### src/design/pngcx_pkg.sv
package pngcx_pkg;

   localparam int SIG_BYTES   = 8;
   localparam int FIELD_BYTES = 4;
   localparam int CNT_W       = 32;
   localparam int QUEUE_DEPTH = 4;
   localparam int QPTR_W      = $clog2(QUEUE_DEPTH);
   localparam int QCNT_W      = $clog2(QUEUE_DEPTH + 1);

   typedef enum logic [2:0] {
      PH_SIG,
      PH_LEN,
      PH_TYPE,
      PH_DATA,
      PH_CRC,
      PH_DONE
   } phase_type;

   typedef enum logic [1:0] {
      ST_FOUND     = 2'd0,
      ST_NOT_FOUND = 2'd1,
      ST_TRUNC     = 2'd2
   } status_type;

   typedef struct packed {
      logic        is_status;
      logic [7:0]  data_byte;
      status_type  status_code;
      logic [31:0] chunk_length;
      logic        run_last;
   } result_type;

   typedef struct packed {
      logic       valid;
      result_type res;
   } qwrite_type;

endpackage

### src/design/pngcx_front.sv
module pngcx_front
   import pngcx_pkg::*;
(
   input  logic        clock,
   input  logic        reset,
   input  logic        push,
   input  logic        full,
   input  logic [7:0]  in_byte,
   input  logic        end_of_file,
   input  logic        csr_write_enable,
   input  logic [31:0] csr_write_data,
   output qwrite_type  qwrite
);

   phase_type          phase_ff, phase_in;
   logic [CNT_W-1:0]   count_ff, count_in;
   logic [31:0]        length_ff, length_in;
   logic [31:0]        type_ff, type_in;
   logic               matched_ff, matched_in;
   logic [31:0]        wanted_ff;
   logic               accept;
   logic               have_data;
   logic               found_now;
   logic               emit;
   result_type         res;

   assign accept = push && !full;

   always_comb begin
      phase_in   = phase_ff;
      count_in   = count_ff;
      length_in  = length_ff;
      type_in    = type_ff;
      matched_in = matched_ff;
      have_data  = 1'b0;
      found_now  = 1'b0;
      unique case (phase_ff)
         PH_SIG: begin
            if (count_ff == CNT_W'(SIG_BYTES - 1)) begin
               phase_in = PH_LEN;
               count_in = '0;
            end else begin
               count_in = count_ff + CNT_W'(1);
            end
         end
         PH_LEN: begin
            length_in = {length_ff[23:0], in_byte};
            if (count_ff == CNT_W'(FIELD_BYTES - 1)) begin
               phase_in = PH_TYPE;
               count_in = '0;
            end else begin
               count_in = count_ff + CNT_W'(1);
            end
         end
         PH_TYPE: begin
            type_in = {type_ff[23:0], in_byte};
            if (count_ff == CNT_W'(FIELD_BYTES - 1)) begin
               matched_in = (type_in == wanted_ff);
               if (length_ff == 32'd0) begin
                  phase_in = PH_CRC;
                  count_in = '0;
               end else begin
                  phase_in = PH_DATA;
                  count_in = length_ff;
               end
            end else begin
               count_in = count_ff + CNT_W'(1);
            end
         end
         PH_DATA: begin
            have_data = matched_ff;
            count_in  = count_ff - CNT_W'(1);
            if (count_ff == CNT_W'(1)) begin
               phase_in = PH_CRC;
            end
         end
         PH_CRC: begin
            if (count_ff == CNT_W'(FIELD_BYTES - 1)) begin
               count_in = '0;
               if (matched_ff) begin
                  phase_in  = PH_DONE;
                  found_now = 1'b1;
               end else begin
                  phase_in = PH_LEN;
               end
            end else begin
               count_in = count_ff + CNT_W'(1);
            end
         end
         PH_DONE: begin
         end
         default: begin
         end
      endcase

      res.is_status    = 1'b1;
      res.data_byte    = '0;
      res.status_code  = ST_FOUND;
      res.chunk_length = '0;
      res.run_last     = 1'b1;
      emit             = 1'b0;
      if (found_now) begin
         emit             = 1'b1;
         res.chunk_length = length_in;
      end else if (end_of_file) begin
         emit = (phase_ff != PH_DONE);
         if (matched_in && (phase_in == PH_DATA || phase_in == PH_CRC)) begin
            res.status_code  = ST_TRUNC;
            res.chunk_length = length_in;
         end else begin
            res.status_code = ST_NOT_FOUND;
         end
      end else if (have_data) begin
         emit          = 1'b1;
         res.is_status = 1'b0;
         res.data_byte = in_byte;
         res.run_last  = 1'b0;
      end

      // end of file returns the parser to its reset state
      if (end_of_file) begin
         phase_in   = PH_SIG;
         count_in   = '0;
         length_in  = '0;
         type_in    = '0;
         matched_in = 1'b0;
      end
   end

   always_ff @(posedge clock) begin
      if (reset) begin
         phase_ff   <= PH_SIG;
         count_ff   <= '0;
         length_ff  <= '0;
         type_ff    <= '0;
         matched_ff <= 1'b0;
      end else if (accept) begin
         phase_ff   <= phase_in;
         count_ff   <= count_in;
         length_ff  <= length_in;
         type_ff    <= type_in;
         matched_ff <= matched_in;
      end
   end

   always_ff @(posedge clock) begin
      if (reset) begin
         wanted_ff <= '0;
      end else if (csr_write_enable) begin
         wanted_ff <= csr_write_data;
      end
   end

   assign qwrite.valid = accept && emit;
   assign qwrite.res   = res;

endmodule

### src/design/pngcx_queue.sv
module pngcx_queue
   import pngcx_pkg::*;
(
   input  logic       clock,
   input  logic       reset,
   input  qwrite_type qwrite,
   output logic       full,
   output logic       empty,
   input  logic       pop,
   output result_type head
);

   result_type          mem_ff [QUEUE_DEPTH];
   logic [QPTR_W-1:0]   wr_ptr_ff;
   logic [QPTR_W-1:0]   rd_ptr_ff;
   logic [QCNT_W-1:0]   count_ff;
   logic                do_push;
   logic                do_pop;

   assign full    = (count_ff == QCNT_W'(QUEUE_DEPTH));
   assign empty   = (count_ff == '0);
   assign do_push = qwrite.valid;
   assign do_pop  = pop && !empty;
   assign head    = mem_ff[rd_ptr_ff];

   always_ff @(posedge clock) begin
      if (do_push) begin
         mem_ff[wr_ptr_ff] <= qwrite.res;
      end
   end

   always_ff @(posedge clock) begin
      if (reset) begin
         wr_ptr_ff <= '0;
         rd_ptr_ff <= '0;
         count_ff  <= '0;
      end else begin
         if (do_push) begin
            wr_ptr_ff <= wr_ptr_ff + QPTR_W'(1);
         end
         if (do_pop) begin
            rd_ptr_ff <= rd_ptr_ff + QPTR_W'(1);
         end
         if (do_push && !do_pop) begin
            count_ff <= count_ff + QCNT_W'(1);
         end else if (!do_push && do_pop) begin
            count_ff <= count_ff - QCNT_W'(1);
         end
      end
   end

`ifndef SYNTHESIS
   a_no_overflow: assert property (@(posedge clock) disable iff (reset)
      do_push |-> !full)
      else $error("item written into full queue");

   a_count_up: assert property (@(posedge clock) disable iff (reset)
      (do_push && !do_pop) |=> count_ff == $past(count_ff) + QCNT_W'(1))
      else $error("queue count did not advance");

   a_count_down: assert property (@(posedge clock) disable iff (reset)
      (!do_push && do_pop) |=> count_ff == $past(count_ff) - QCNT_W'(1))
      else $error("queue count did not drop");

   a_ptr_gap: assert property (@(posedge clock) disable iff (reset)
      (count_ff != QCNT_W'(QUEUE_DEPTH)) |->
         (wr_ptr_ff - rd_ptr_ff) == count_ff[QPTR_W-1:0])
      else $error("queue pointers disagree with count");
`endif

endmodule

### src/design/png_chunk_extract_by_type_unit.sv
// A result is registered into the result queue and shown on the rsp_ ports from its head.
// Throughput: one byte per cycle while full is low; the parser keeps one state step per byte.
// full rises only when the 4-entry result queue holds 4 items not yet popped.
// Reset (synchronous, active high) returns the parser to the signature phase,
// empties the result queue and clears the wanted type to zero.
module png_chunk_extract_by_type_unit
   import pngcx_pkg::*;
(
   input  logic        clock,
   input  logic        reset,
   input  logic        push,
   output logic        full,
   input  logic [7:0]  req_in_byte,
   input  logic        req_end_of_file,
   output logic        empty,
   input  logic        pop,
   output logic        rsp_is_status,
   output logic [7:0]  rsp_data_byte,
   output logic [1:0]  rsp_status_code,
   output logic [31:0] rsp_chunk_length,
   output logic        rsp_run_last,
   input  logic        csr_write_enable,
   input  logic [31:0] csr_write_data
);

   qwrite_type qwrite;
   result_type head;

   pngcx_front u_front (
      .clock            (clock),
      .reset            (reset),
      .push             (push),
      .full             (full),
      .in_byte          (req_in_byte),
      .end_of_file      (req_end_of_file),
      .csr_write_enable (csr_write_enable),
      .csr_write_data   (csr_write_data),
      .qwrite           (qwrite)
   );

   pngcx_queue u_queue (
      .clock  (clock),
      .reset  (reset),
      .qwrite (qwrite),
      .full   (full),
      .empty  (empty),
      .pop    (pop),
      .head   (head)
   );

   assign rsp_is_status    = head.is_status;
   assign rsp_data_byte    = head.data_byte;
   assign rsp_status_code  = head.status_code;
   assign rsp_chunk_length = head.chunk_length;
   assign rsp_run_last     = head.run_last;

endmodule

### config.mk
export PLATFORM = sky130hd
export DESIGN_NAME = png_chunk_extract_by_type_unit
export DESIGN_NICKNAME = d
export VERILOG_FILES = /design/src/design/pngcx_pkg.sv /design/src/design/pngcx_front.sv /design/src/design/pngcx_queue.sv /design/src/design/png_chunk_extract_by_type_unit.sv
export SDC_FILE = /design/constraint.sdc
export NUM_CORES = 1
export LEC_CHECK = 0
export BUFFER_PORTS_ARGS = -buffer_cell sky130_fd_sc_hd__buf_4
export CAP_MARGIN = 20
export CELL_PAD_IN_SITES_DETAIL_PLACEMENT = 1
export CELL_PAD_IN_SITES_GLOBAL_PLACEMENT = 1
export CORE_ASPECT_RATIO = 1.25
export CORE_MARGIN = 1.5
export CORE_UTILIZATION = 53
export CTS_BUF_LIST = sky130_fd_sc_hd__clkbuf_4 sky130_fd_sc_hd__clkbuf_8 sky130_fd_sc_hd__clkbuf_16
export CTS_CLUSTER_SIZE = 8
export DETAILED_ROUTE_END_ITERATION = 12
export GPL_TIMING_DRIVEN = 0
export PLACE_DENSITY_LB_ADDON = 0.1
export SYNTH_ARGS = -nofsm -noshare
export SYNTH_HDL_FRONTEND = slang
export SYNTH_SLANG_ARGS = --single-unit
### constraint.sdc
create_clock -name clock -period 7.5 [get_ports clock]
set_clock_uncertainty 0.05 [all_clocks]
set_input_delay 0.375 -clock clock [delete_from_list [all_inputs] [get_ports clock]]
set_output_delay 0.375 -clock clock [all_outputs]
set_load 0.02 [all_outputs]
After elaboration in Yosys (flattened, before gate mapping)
Memory sizes are Yosys's and may differ from the RTL's. A register that Yosys moved wholly into a read port is not among the register bits. Index checks and enable logic that the tools add are counted.

Reductions and logical operators: 20. Mux-type cells: 45. Equality and inequality tests: 12. Add/subtract/negate cells: 6.

Operator list (count): 2-to-1 mux 32 bit (9); case mux 32 bit (4 select lines) (1); 2-to-1 mux 24 bit (2); 2-to-1 mux 34 bit (1); adder 32 x 1 -> 32 bit (second input constant) (1); equality test 32 x 1 -> 1 bit (second input constant) (1); equality test 32 x 2 -> 1 bit (second input constant) (1); equality test 32 x 3 -> 1 bit (second input constant) (1); equality test 32 bit (1); logical NOT 32 bit (1); subtractor 32 x 1 -> 32 bit (second input constant) (1); 2-to-1 mux 3 bit (10); 2-to-1 mux 9 bit (2); 2-to-1 mux 1 bit (15); case mux 3 bit (5 select lines) (1); 2-to-1 mux 11 bit (1); equality test 3 x 2 -> 1 bit (second input constant) (3); equality test 3 bit (second input constant) (3); logical AND 1 bit (6); logical NOT 3 bit (2); 2-to-1 mux 2 bit (3); nonzero test 5 bit (1); adder 2 x 1 -> 2 bit (second input constant) (2); logical NOT 1 bit (4); 8 further kinds (10).

Output and inout bits: 46. Bits in writable memories: 176. Word-level logic and storage cells: 93. Input bits: 46. Memories kept: 1. Flip-flop bits (word level): 131.

Memories: u_queue.mem_ff (depth 4, bits a word 44, rd ports 1, clocked after Yosys merged registers in 1, wr ports 1, RTL line pngcx_queue.sv:13) `result_type mem_ff [QUEUE_DEPTH];`.

Longest topological paths before layout
Gate-level depths: netlist of the first run.

Word-level depth: 10. Gate-level depth with buffers: 13. Gate-level depth less buffers: 12.

By module
Synthesis of the first run repeated with hierarchy kept, for this count alone.

Cell total of the unflattened synthesis: 1214. Area, all modules: 14300.0 um^2.

Modules (own cells, without submodules): pngcx_front (sequential area each 2482.4 um^2, instances 1, cells each 940, area an instance 7454.6 um^2); pngcx_queue (sequential area each 5465.2 um^2, instances 1, cells each 274, area an instance 6845.3 um^2).

Least setup slack after synthesis of the first run
No wires, ideal clock.

Kind: register to register. From: register u_front.count_ff[26]. To: memory u_queue.mem_ff[0][0] (netlist name), enable pin. Buffers on the path: 2. Library setup time: 405 ps. Stages on the path, launching flop included: 9. Data required time: 7045 ps. Arrival time: 2755 ps. Slack: 4290 ps. Period minus slack after synthesis: 3210 ps. Cells stage by stage: dfxtp_1 buf_2 nor4_1 and4_1 buf_2 nand4_1 a21oi_1 o21a_1 and2_1.

RTL lines: from (decl) (RTL line pngcx_front.sv:16) `logic [CNT_W-1:0] count_ff, count_in;`; from (signal assigned) (RTL line pngcx_front.sv:139) `count_ff <= count_in;`; to (decl) (RTL line pngcx_queue.sv:13).

==> results of run 1 <==
## synthesized netlist by cell type (17+ instances only)
library cell,instances,share of area
dfxtp_1,133,0.19
nor4_1,20,0.0088
xnor2_1,46,0.028
nand2_1,52,0.014
a22oi_1,67,0.035
clkbuf_1,60,0.016
mux4_2,43,0.068
mux2i_1,67,0.047
a21oi_1,68,0.024
and2_1,18,0.0079
nor3_1,28,0.0098
inv_1,23,0.0061
nand4_1,29,0.013
nand3_1,21,0.0074
o21ai_0,37,0.013
edfxtp_1,172,0.36
buf_2,17,0.0060
nor2_1,138,0.036
## metal layers
metal | routed length (microns) | up-vias | track usage | share of wire
li1 | - | 4950 | - | -
met1 | 19300 | 5736 | 0.444 | 0.40
met2 | 23500 | 530 | 0.587 | 0.49
met3 | 2920 | 136 | 0.0473 | 0.061
met4 | 2040 | 0 | 0.156 | 0.043
met5 | 0 | - | 0 | 0
## sequential cells by signal, summed over array words and instances, names as in the netlist, named ones only
signal / count
u_front.count_ff: 32
u_front.length_ff: 32
u_front.matched_ff: 1
u_front.phase_ff: 3
u_front.type_ff: 24
u_front.wanted_ff: 32
u_queue.count_ff: 3
u_queue.mem_ff: 172
u_queue.rd_ptr_ff: 2
u_queue.wr_ptr_ff: 2
## layout by cell type (no fill, tap or decap), types with 21 or more instances in the layout
| master | n |
|---|---|
| clkbuf_1 | 60 |
| buf_4 | 93 |
| xnor2_1 | 46 |
| o21ai_0 | 37 |
| nor2_1 | 138 |
| inv_1 | 23 |
| clkbuf_4 | 26 |
| dfxtp_1 | 133 |
| nand2_1 | 52 |
| a21oi_1 | 68 |
| a22oi_1 | 67 |
| mux4_2 | 43 |
| nand3_1 | 21 |
| nor3_1 | 28 |
| clkbuf_16 | 44 |
| edfxtp_1 | 172 |
| nand4_1 | 29 |
| mux2i_1 | 67 |
## cell families (layout without fill, tap and decap cells)
logic type	after synthesis	in the layout	share of synthesized area
AND/OR/NAND/NOR	358	358	0.128
AO/OA/AOI/OAI	270	270	0.130
flip-flops	305	305	0.550
buffers and inverters	115	284	0.0335
multiplexers	110	110	0.115
XOR/XNOR	57	57	0.0351
adder cells (fa/ha/maj)	9	9	0.00844
## critical path: stages (launching register included)
cell and delay [ns]:
dfxtp_1 0.29, buf_2 0.17, nor4_1 0.53, nand4_1 0.45
a2111oi_1 0.62, a311oi_2 0.15, o21bai_1 0.22, a2bb2oi_2 0.38
buf_2 0.38, a21oi_1 0.24
## worst max path at each step
| stage | start | cells after the start | endpoint |
|---|---|---|---|
| after floorplan | u_front.count_ff[26]$_SDFFE_PP0P_ | 8 | u_queue.mem_ff[0][0]$_DFFE_PP_ |
| after global placement | u_front.count_ff[10]$_SDFFE_PP0P_ | 7 | u_queue.mem_ff[1][25]$_DFFE_PP_ |
| after detailed placement | u_front.count_ff[10]$_SDFFE_PP0P_ | 12 | u_queue.count_ff[2]$_SDFFE_PP0P_ |
| after CTS | u_front.count_ff[10]$_SDFFE_PP0P_ | 12 | u_queue.count_ff[2]$_SDFFE_PP0P_ |
| after global routing | u_front.count_ff[10]$_SDFFE_PP0P_ | 12 | u_queue.count_ff[2]$_SDFFE_PP0P_ |
| final | u_front.count_ff[26]$_SDFFE_PP0P_ | 9 | u_queue.mem_ff[1][31]$_DFFE_PP_ |
## power breakdown
part / total (mW) / internal (mW) / switching [mW]
sequential: 1.91 / 1.86 / 0.0478
combinational: 0.980 / 0.420 / 0.560
clock: 1.95 / 1.19 / 0.763
## final cells by class
class,count,area [sq um],share of cell area
clock buffer,70,1300,0.0771
inverter,24,90.1,0.00536
tap,340,425,0.0253
buffer,91,387,0.0230
clock inverter,4,73.8,0.00439
timing repair buffer,95,778,0.0463
multi-input combinational,804,5940,0.353
sequential,305,7830,0.466
==> metrics.csv, run 1 <==
metric;value;unit
status;completed;
tns;0;ns
dieArea;27900;sq um
pre_cts_ws;3.83;ns
grt_pass1_wl;71.8;mm
arrival;4.00;ns
cp_max_fo;10;
fin_area;16800;sq um
overflow;0;
reg2reg_from;u_front.count_ff[26]$_SDFFE_PP0P_;
fp.dieH;186;microns
synth_cells;1224;
antenna_found_initial;0;
netlist_area;14200;sq um
peakVddDrop;0.181;mV
core;26200;sq um
nets;1420;
hold_buffers;0;
final_layout_size_suffix_gt1_frac;0.182;
drc;0;
ys.flop_type;edfxtp_1;
cts_root_buf;clkbuf_16;
hold_path.startpoint;csr_write_data[24];
worstHoldEndpoint;u_front.wanted_ff[24]$_SDFFE_PP0P_;
finalHoldViolations;0;
num_io_pins;92;
cts-resized-gates;0;
final_core_util;0.642;
max-slew-margin-rel;0.346;
gp_congestion;0.983;
clk_path_buf_depth;3;
drv_cap;0;
fill_cells;2667;
slew_violations;0;
reg2reg_slack;3.67;ns
period_needed;3.83;ns
min_path_cells;3;
clock-sinks;305;
setup.worst_path.end_class;flop;
clk_latency;0.55;ns
p_leak;5.91;nW
avgSynthCellArea;11.6;sq um
worstPathRequired;7.67;ns
path_clk_slew;0.06;ns
ctsHtreeMaxLevel;2;
dp_cells;1658;
async_flop_share;0;
portBuffers;89;
post_cts_buffers;0;
vias;11400;
r2r-end;u_queue.mem_ff[1][31]$_DFFE_PP_;
hold_path_class;in2reg;
fmax;261;MHz
worst_slack;3.67;ns
cts_tree;yes;
worst_slew_pin_slew;0.979;ns
fin_total_pwr;4.84;mW
num_rows;66;
area_growth;18.1;%
yosysWarnings;0;
fin_cells;1733;
synth_edf_count;172;
numCtsBuffers;44;
path_class;reg2reg;
wire_per_inst;27.6;microns
synthDistinctLibCells;73;
grt_use_total;0.347;
startpoint_type;flop;
grt_max_degree;27;
fin_crit_sh;0.511;
fp.dieW;150;microns
dpl.hpwl;31.3;mm
drt_iter0_markers;1003;
first_pass_iters;5;
dpl-instance-area;15400;sq um
first_global_vias;11700;
wl;47.7;mm
ys_ff_latch;305;
yosysSeqAreaShare;0.550;
drt-vias-per-instance;6.55;
setup_violations;0;
synth_nets;1279;
timing.hold.ws;0.0224;ns
start_util;0.544;
power.density;288;nW/um^2
reg2reg_depth;9;
diodes;0;
rsz0062_at_grt;no;
ant_nets;0;
(Power assumes the default switching activity.)
==> run 2, diff against run 1 <==
- ABC_AREA: not set -> 1
- CORE_UTILIZATION: 53 -> 46
- clock period: 7.5 -> 3.6 ns (I/O delays scaled with it)
==> run 2 against run 1 <==
Sequential share of layout area decreased by 4.9 points. Clock-buffer cell count decreased by 1. Via count increased by 29%. Area after synthesis increased by 10%. Routed wire length increased by 15%. Largest cell class unchanged. Highest routed layer unchanged.
==> metrics.csv, run 2 <==
metric;value;unit;change
grt_max_degree;30;;+11%
dieArea;35200;sq um;+26%
yosys-top-cells-area;edfxtp_1 33%, dfxtp_1 17%, nand2_1 11%;;
overflow;0;;unchanged
synth_compound_area_frac;0.136;;+0.00561
reg2reg_from;u_front.count_ff[23]$_SDFFE_PP0P_;;
dp_cells;2475;;+49%
synth_edf_count;172;;unchanged
vias;14600;;+29%
internal_power;7.00;mW;+100%
first_pass_iters;5;;unchanged
numCtsBuffers;44;;unchanged
max-slew-margin-rel;0.450;;+0.104
synthXorXnorAreaFrac;0.0257;;-0.00938
antenna_found_initial;0;;unchanged
muxShareOfSynthArea;0;;-0.115
async_flop_share;0;;unchanged
drv_cap;0;;unchanged
cts_tree;yes;;
synthAdderAreaFrac;0.00766;;-0.000780
synth_cells;1958;;+60%
synth.top_cell.area_share;0.329;;-0.0335
yosysMostFrequentCell;nand2_1;;
synth_nets;2013;;+57%
largest_register_ff_count;172;;unchanged
clock-sinks;305;;unchanged
first_global_vias;15500;;+32%
top_register;u_queue.mem_ff;;
dpl-instance-area;17000;sq um;+10%
num_rows;75;;+14%
num_io_pins;92;;unchanged
swShare;0.310;;+0.0266
worst_slew_pin_slew;0.820;ns;-0.159 ns
setup.worst_path.end_class;flop;;
yosysWarnings;0;;unchanged
synth_common_cells;469 x nand2_1, 277 x nor2_1, 188 x o21ai_0;;
p_clk_frac;0.402;;about the same
gp_congestion;0.964;;-2.0%
wire_per_inst;21.2;microns;-23%
path_class;reg2reg;;
crit_family;simple AND/OR/NAND/NOR gates;;
avgSynthCellArea;8.01;sq um;-31%
power.density;540;nW/um^2;+87%
fin_area;18800;sq um;+12%
power_frac_comb;0.213;;+0.011
cp_max_fo;10;;unchanged
cts_root_buf;clkbuf_16;;
final_common_cell;nand2_1;;
start_util;0.467;;-0.0769
setup_violations;0;;unchanged
setup.worst_path.start;u_front.count_ff[23]$_SDFFE_PP0P_;;
nets;2194;;+55%
worstPathRequired;3.98;ns;-3.69 ns
clk_path_buf_depth;3;;unchanged
clk_latency;0.57;ns;+0.02 ns
core;33600;sq um;+28%
yosys.area.top_type;edfxtp_1;;
grt_pass1_wl;85.8;mm;+20%
ys_ff_latch;305;;unchanged
critical_path.slowest_cell;fa_1;;
fp.dieH;209;microns;+12%
hold_path_class;in2reg;;
synthDistinctLibCells;40;;-45%
rsz0062_at_grt;no;;
peakVddDrop;0.355;mV;+96%
drt_iter0_markers;1066;;+6.3%
max_stage_delay;0.37;ns;-0.25 ns
status;completed;;
yosysSeqAreaShare;0.499;;-0.0508
final_cell_mix;469 x nand2_1, 273 x nor2_1, 188 x o21ai_0;;
period_needed;3.30;ns;-0.533 ns
finalHoldViolations;0;;unchanged
hold_path.startpoint;pop;;
drc;0;;unchanged
synth-simple-area-share;0.271;;+0.143
p_leak;7.18;nW;+22%
slew_violations;0;;unchanged
netlist_area;15700;sq um;+10%
area_growth;19.8;%;
ant_nets;0;;unchanged
grt_use_total;0.315;;-0.0317
path_cells;buf_2 -> nor2_2 -> nand2_2 -> nor2_4 -> nand2_4 -> nor2_8 -> inv_2 -> nor3_4 -> o21ai_2 -> inv_1 -> ha_1 -> inv_1 -> fa_1 -> a21oi_1 -> o21ai_0 -> o21ai_0 -> a21oi_1;;
dpl.hpwl;38.7;mm;+24%
ctsHtreeMaxLevel;2;;unchanged
path_clk_slew;0.06;ns;about the same
ys.flop_type;edfxtp_1;;
fill_cells;4092;;+53%
synth_top_family_by_area;simple AND/OR/NAND/NOR gates;;
power.switching;3.14;mW;+130%
portBuffers;90;;+1.1%
drt-vias-per-instance;5.64;;-14%
fmax;303;MHz;+16%
startpoint_type;flop;;
fp.dieW;168;microns;+12%
diodes;0;;unchanged
fin_total_pwr;10.1;mW;+110%
power_frac_seq;0.385;;-0.009
fin_crit_sh;0.916;;+0.405
cp_num_buf_inv;4;;+2
final_layout_size_suffix_gt1_frac;0.128;;-0.0540
wl;54.8;mm;+15%
arrival;3.68;ns;-0.32 ns
fin_cells;2589;;+49%
run 2: cell types whose count changed after synthesis, moves of 18 or more:
cell,previous run,this run
a22oi_1,67,0
nor4_1,20,0
a21oi_1,68,136
and2_1,18,0
o21ai_0,37,188
nor2_1,138,277
o22ai_1,10,45
mux2i_1,67,0
nand2_1,52,469
mux4_2,43,0
inv_1,23,105
nand3_1,21,99
run 2: logic make-up (layout without fill, tap and decap cells):
family / after synthesis / in the layout
and+or+nand+nor: 971 / 971
AOI/OAI and AO/OA: 399 / 399
DFF: 305 / 305
buffers and inverters: 228 / 436
xor gates and xnor gates: 46 / 46
adders and majority gates: 9 / 9
run 2: worst paths after layout:
check	endpoint	slack, ns	depth (start not counted)
hold reg to reg	u_front.type_ff[23]$_SDFFE_PP0P_	0.43	2
hold / removal	u_queue.rd_ptr_ff[0]$_SDFFE_PP0P_	0.03	3
setup reg to reg	u_queue.count_ff[2]$_SDFFE_PP0P_	0.30	17
setup / recovery	u_queue.count_ff[2]$_SDFFE_PP0P_	0.30	17
run 2: stage by stage:
step / worst slack (ns) / hold WS [ns] / util / TNS, ns
detailed placement: -0.166 / 0.360 / 0.506 / -2.59
floorplan: -0.359 / 0.265 / - / -61.70
CTS: 0.101 / 0.00437 / 0.559 / 0
finish: 0.304 / 0.0261 / 0.559 / 0
global placement: -2.35 / 0.351 / 0.503 / -393.77
global route: 0.0402 / 0.0635 / 0.559 / 0
run 2: final cells by class:
class                           count  area [sq um]  share of cell area
Multi-Input combinational cell   1425          6940               0.369
Clock inverter                      4          73.8             0.00393
Buffer                            108           513              0.0273
Inverter                          120           450              0.0240
Sequential cell                   305          7830               0.417
Timing Repair Buffer              135          1160              0.0619
Tap cell                          423           529              0.0282
Clock buffer                       69          1290              0.0689
run 2: worst register-to-register path, stage by stage, from the launching register on:
cell and delay, ns:
dfxtp_1 0.30, buf_2 0.18, nor2_2 0.14, nand2_2 0.12, nor2_4 0.19, nand2_4 0.13
nor2_8 0.21, inv_2 0.16, nor3_4 0.26, o21ai_2 0.22, inv_1 0.12, ha_1 0.14
inv_1 0.07, fa_1 0.37, a21oi_1 0.15, o21ai_0 0.14, o21ai_0 0.17, a21oi_1 0.05
run 2: timing repair:
item,4_1_cts,5_1_grt
pin swaps,1,0
endpoints found under the setup margin,116,1
hold buffers,40,0
endpoints found under the hold margin,40,0
resized for setup,1,3
setup buffers,1,0
run 2: routing by layer:
layer,GRT usage,share of wire,vias to the layer above
li1,-,-,6951
met1,0.370,0.41,7202
met2,0.580,0.52,328
met3,0.0368,0.035,122
met4,0.133,0.041,0
met5,0,0,-
run 2: power by group through the flow:
stage               logic [mW]  clock network, mW  registers [mW]
detailed placement        2.10                  0            3.97
global placement          2.02                  0            3.97
floorplan                 1.21                  0            3.94
CTS                       2.17               4.12            3.90
finish                    2.16               4.07            3.90
global route              2.33               4.25            3.92
==> run 3, diff against run 2 <==
- PLACE_DENSITY_LB_ADDON: 0.1 -> 0.15
==> run 3 against run 2 <==
Largest cell class unchanged. Clock power about the same. Highest routed layer unchanged. Sequential share of layout area shrank 0.22 points. Non-clock buffer count grew 4. Worst setup slack worse by 0.087 ns. Routed wire length increased by 2.0%. Cell area grew 0.53%. Largest power group unchanged. Combinational power is essentially flat. Register-to-register slack worse by 0.09 ns. Power rose by 0.59%.
==> metrics.csv, run 3 (synthesis results as in run 2) <==
metric;value;unit;change
ant_nets;0;;unchanged
seq_area;7830;sq um;about the same
portBuffers;90;;unchanged
wire_per_inst;21.5;microns;+1.7%
final_common_cell;nand2_1;;
nets;2198;;+0.18%
vias;14700;;+0.48%
antenna_found_initial;3;;+3
fmax;296;MHz;-2.6%
final_core_util;0.562;;+0.00294
start_util;0.467;;unchanged
worst_slack;0.217;ns;-0.0870 ns
highest_layer;met4;;
fin_total_pwr;10.2;mW;+0.59%
top_register;u_queue.mem_ff;;
reg2reg_from;u_front.phase_ff[0]$_SDFFE_PP0P_;;
wl_met3;2.20;mm;+13%
num_rows;75;;unchanged
wl_met2;28.9;mm;+2.0%
overflow;0;;unchanged
worst_slew_pin_slew;0.907;ns;+0.0865 ns
status;completed;;
reg2reg_depth;15;;-2
setup_violations;0;;unchanged
wl;55.9;mm;+2.0%
largest_register_ff_count;172;;unchanged
fill_cells;4031;;-1.5%
power.density;540;nW/um^2;about the same
dieArea;35200;sq um;unchanged
fin_crit_sh;0.940;;+0.0242
drc;0;;unchanged
wl_met1;22.0;mm;-1.4%
arrival;3.77;ns;+0.09 ns
first_global_vias;15900;;+2.0%
hold_path_class;in2reg;;
slew_violations;0;;unchanged
ctsHtreeMaxLevel;2;;unchanged
startpoint_type;flop;;
drv_cap;0;;unchanged
cts_tree;yes;;
peakVddDrop;0.310;mV;-13%
worstHoldEndpoint;u_front.wanted_ff[28]$_SDFFE_PP0P_;;
hold_path.startpoint;csr_write_enable;;
worstPathRequired;3.99;ns;about the same
max-slew-margin-rel;0.394;;-0.0561
grt_max_degree;30;;unchanged
drt-vias-per-instance;5.65;;+0.17%
core;33600;sq um;unchanged
final_layout_size_suffix_gt1_frac;0.129;;+0.000165
path_class;reg2reg;;
drt_iter0_markers;834;;-22%
multi_input_area;6940;sq um;+0.11%
area_growth;20.4;%;
pre_cts_ws;-0.179;ns;-0.0131 ns
reg2reg_slack;0.22;ns;-0.09 ns
min_path_cells;4;;+1
gp_congestion;0.995;;+3.3%
grt_use_total;0.319;;+0.00437
clk_latency;0.57;ns;about the same
fp.dieW;168;microns;unchanged
numCtsBuffers;44;;unchanged
r2r-end;u_queue.count_ff[2]$_SDFFE_PP0P_;;
p_leak;7.23;nW;+0.63%
grt_pass1_wl;86.7;mm;+1.0%
setup.worst_path.end_class;flop;;
dpl.hpwl;39.2;mm;+1.4%
clock-sinks;305;;unchanged
fp.dieH;209;microns;unchanged
clk_path_buf_depth;3;;unchanged
cp_max_fo;13;;+3
finalHoldViolations;0;;unchanged
num_io_pins;92;;unchanged
period_needed;3.38;ns;+0.0870 ns
cts_root_buf;clkbuf_16;;
final_cell_mix;469 x nand2_1, 273 x nor2_1, 188 x o21ai_0;;
path_clk_slew;0.05;ns;about the same
first_pass_iters;5;;unchanged
-- run 3: cell types whose count changed in the layout (fill, tap and decap cells not counted), moves of 2 or more --
cell,previous run,this run
diode_2,0,3
clkbuf_8,1,3
buf_16,0,2
dlygate4sd3_1,40,43
-- run 3: report_power, final --
part	leakage (nW)	internal, mW	switching, mW
Clock	0.702	2.52	1.58
Sequential	2.67	3.82	0.0913
Combinational	3.85	0.712	1.48
Total	7.23	7.05	3.15
-- run 3: worst max path at each step --
| stage | cells after the start | to | startpoint |
|---|---|---|---|
| 3_3_place_gp | 9 | u_queue.mem_ff[3][30]$_DFFE_PP_ | u_front.count_ff[0]$_SDFFE_PP0P_ |
| 6_report | 15 | u_queue.count_ff[2]$_SDFFE_PP0P_ | u_front.phase_ff[0]$_SDFFE_PP0P_ |
| 2_1_floorplan | 9 | u_queue.mem_ff[0][0]$_DFFE_PP_ | u_front.count_ff[0]$_SDFFE_PP0P_ |
| 5_1_grt | 15 | u_queue.count_ff[2]$_SDFFE_PP0P_ | u_front.phase_ff[0]$_SDFFE_PP0P_ |
| 4_1_cts | 15 | u_queue.count_ff[2]$_SDFFE_PP0P_ | u_front.phase_ff[0]$_SDFFE_PP0P_ |
| 3_5_place_dp | 16 | u_queue.count_ff[2]$_SDFFE_PP0P_ | u_front.count_ff[0]$_SDFFE_PP0P_ |
-- run 3: repair_timing --
action                                 4_1_cts  5_1_grt
pin swaps                                    1        0
buffers inserted                             1        0
setup endpoints to repair                   93       42
endpoints found under the hold margin       41        0
gates resized for setup                      1        3
hold buffers                                43        0
-- run 3: stage by stage --
step	hold WS, ns	cells	TNS [ns]	area (sq um)
6_report	0.0921	2597	0	18900
5_1_grt	0.140	2597	-0.0269	18900
4_1_cts	0.0814	2594	0	18900
3_5_place_dp	0.362	2476	-3.99	17000
3_3_place_gp	0.351	2471	-383.06	16900
2_1_floorplan	0.265	1958	-61.70	15700
-- run 3: layer usage --
layer	track usage	up-vias
li1	-	6972
met1	0.365	7136
met2	0.585	409
met3	0.0375	156
met4	0.166	0
met5	0	-
-- run 3: cell type report --
cell class | instances | area share
sequential | 305 | 0.414
multi-input combinational | 1425 | 0.368
clock buffer | 71 | 0.0700
timing repair buffer | 139 | 0.0650
tap | 423 | 0.0280
buffer | 108 | 0.0272
inverter | 120 | 0.0238
clock inverter | 3 | 0.00351
antenna | 3 | 0.000397
-- run 3: worst max-delay path, cell delays in order, from the launching register on --
cell     delay [ns]
dfxtp_1        0.46
inv_2          0.09
nor2_2         0.18
inv_2          0.09
nor2_8         0.28
nand3_2        0.35
o21ai_0        0.28
o21ai_4        0.20
inv_1          0.10
ha_1           0.14
inv_1          0.07
fa_1           0.38
a21oi_1        0.18
o21ai_0        0.15
o21ai_0        0.17
a21oi_1        0.07
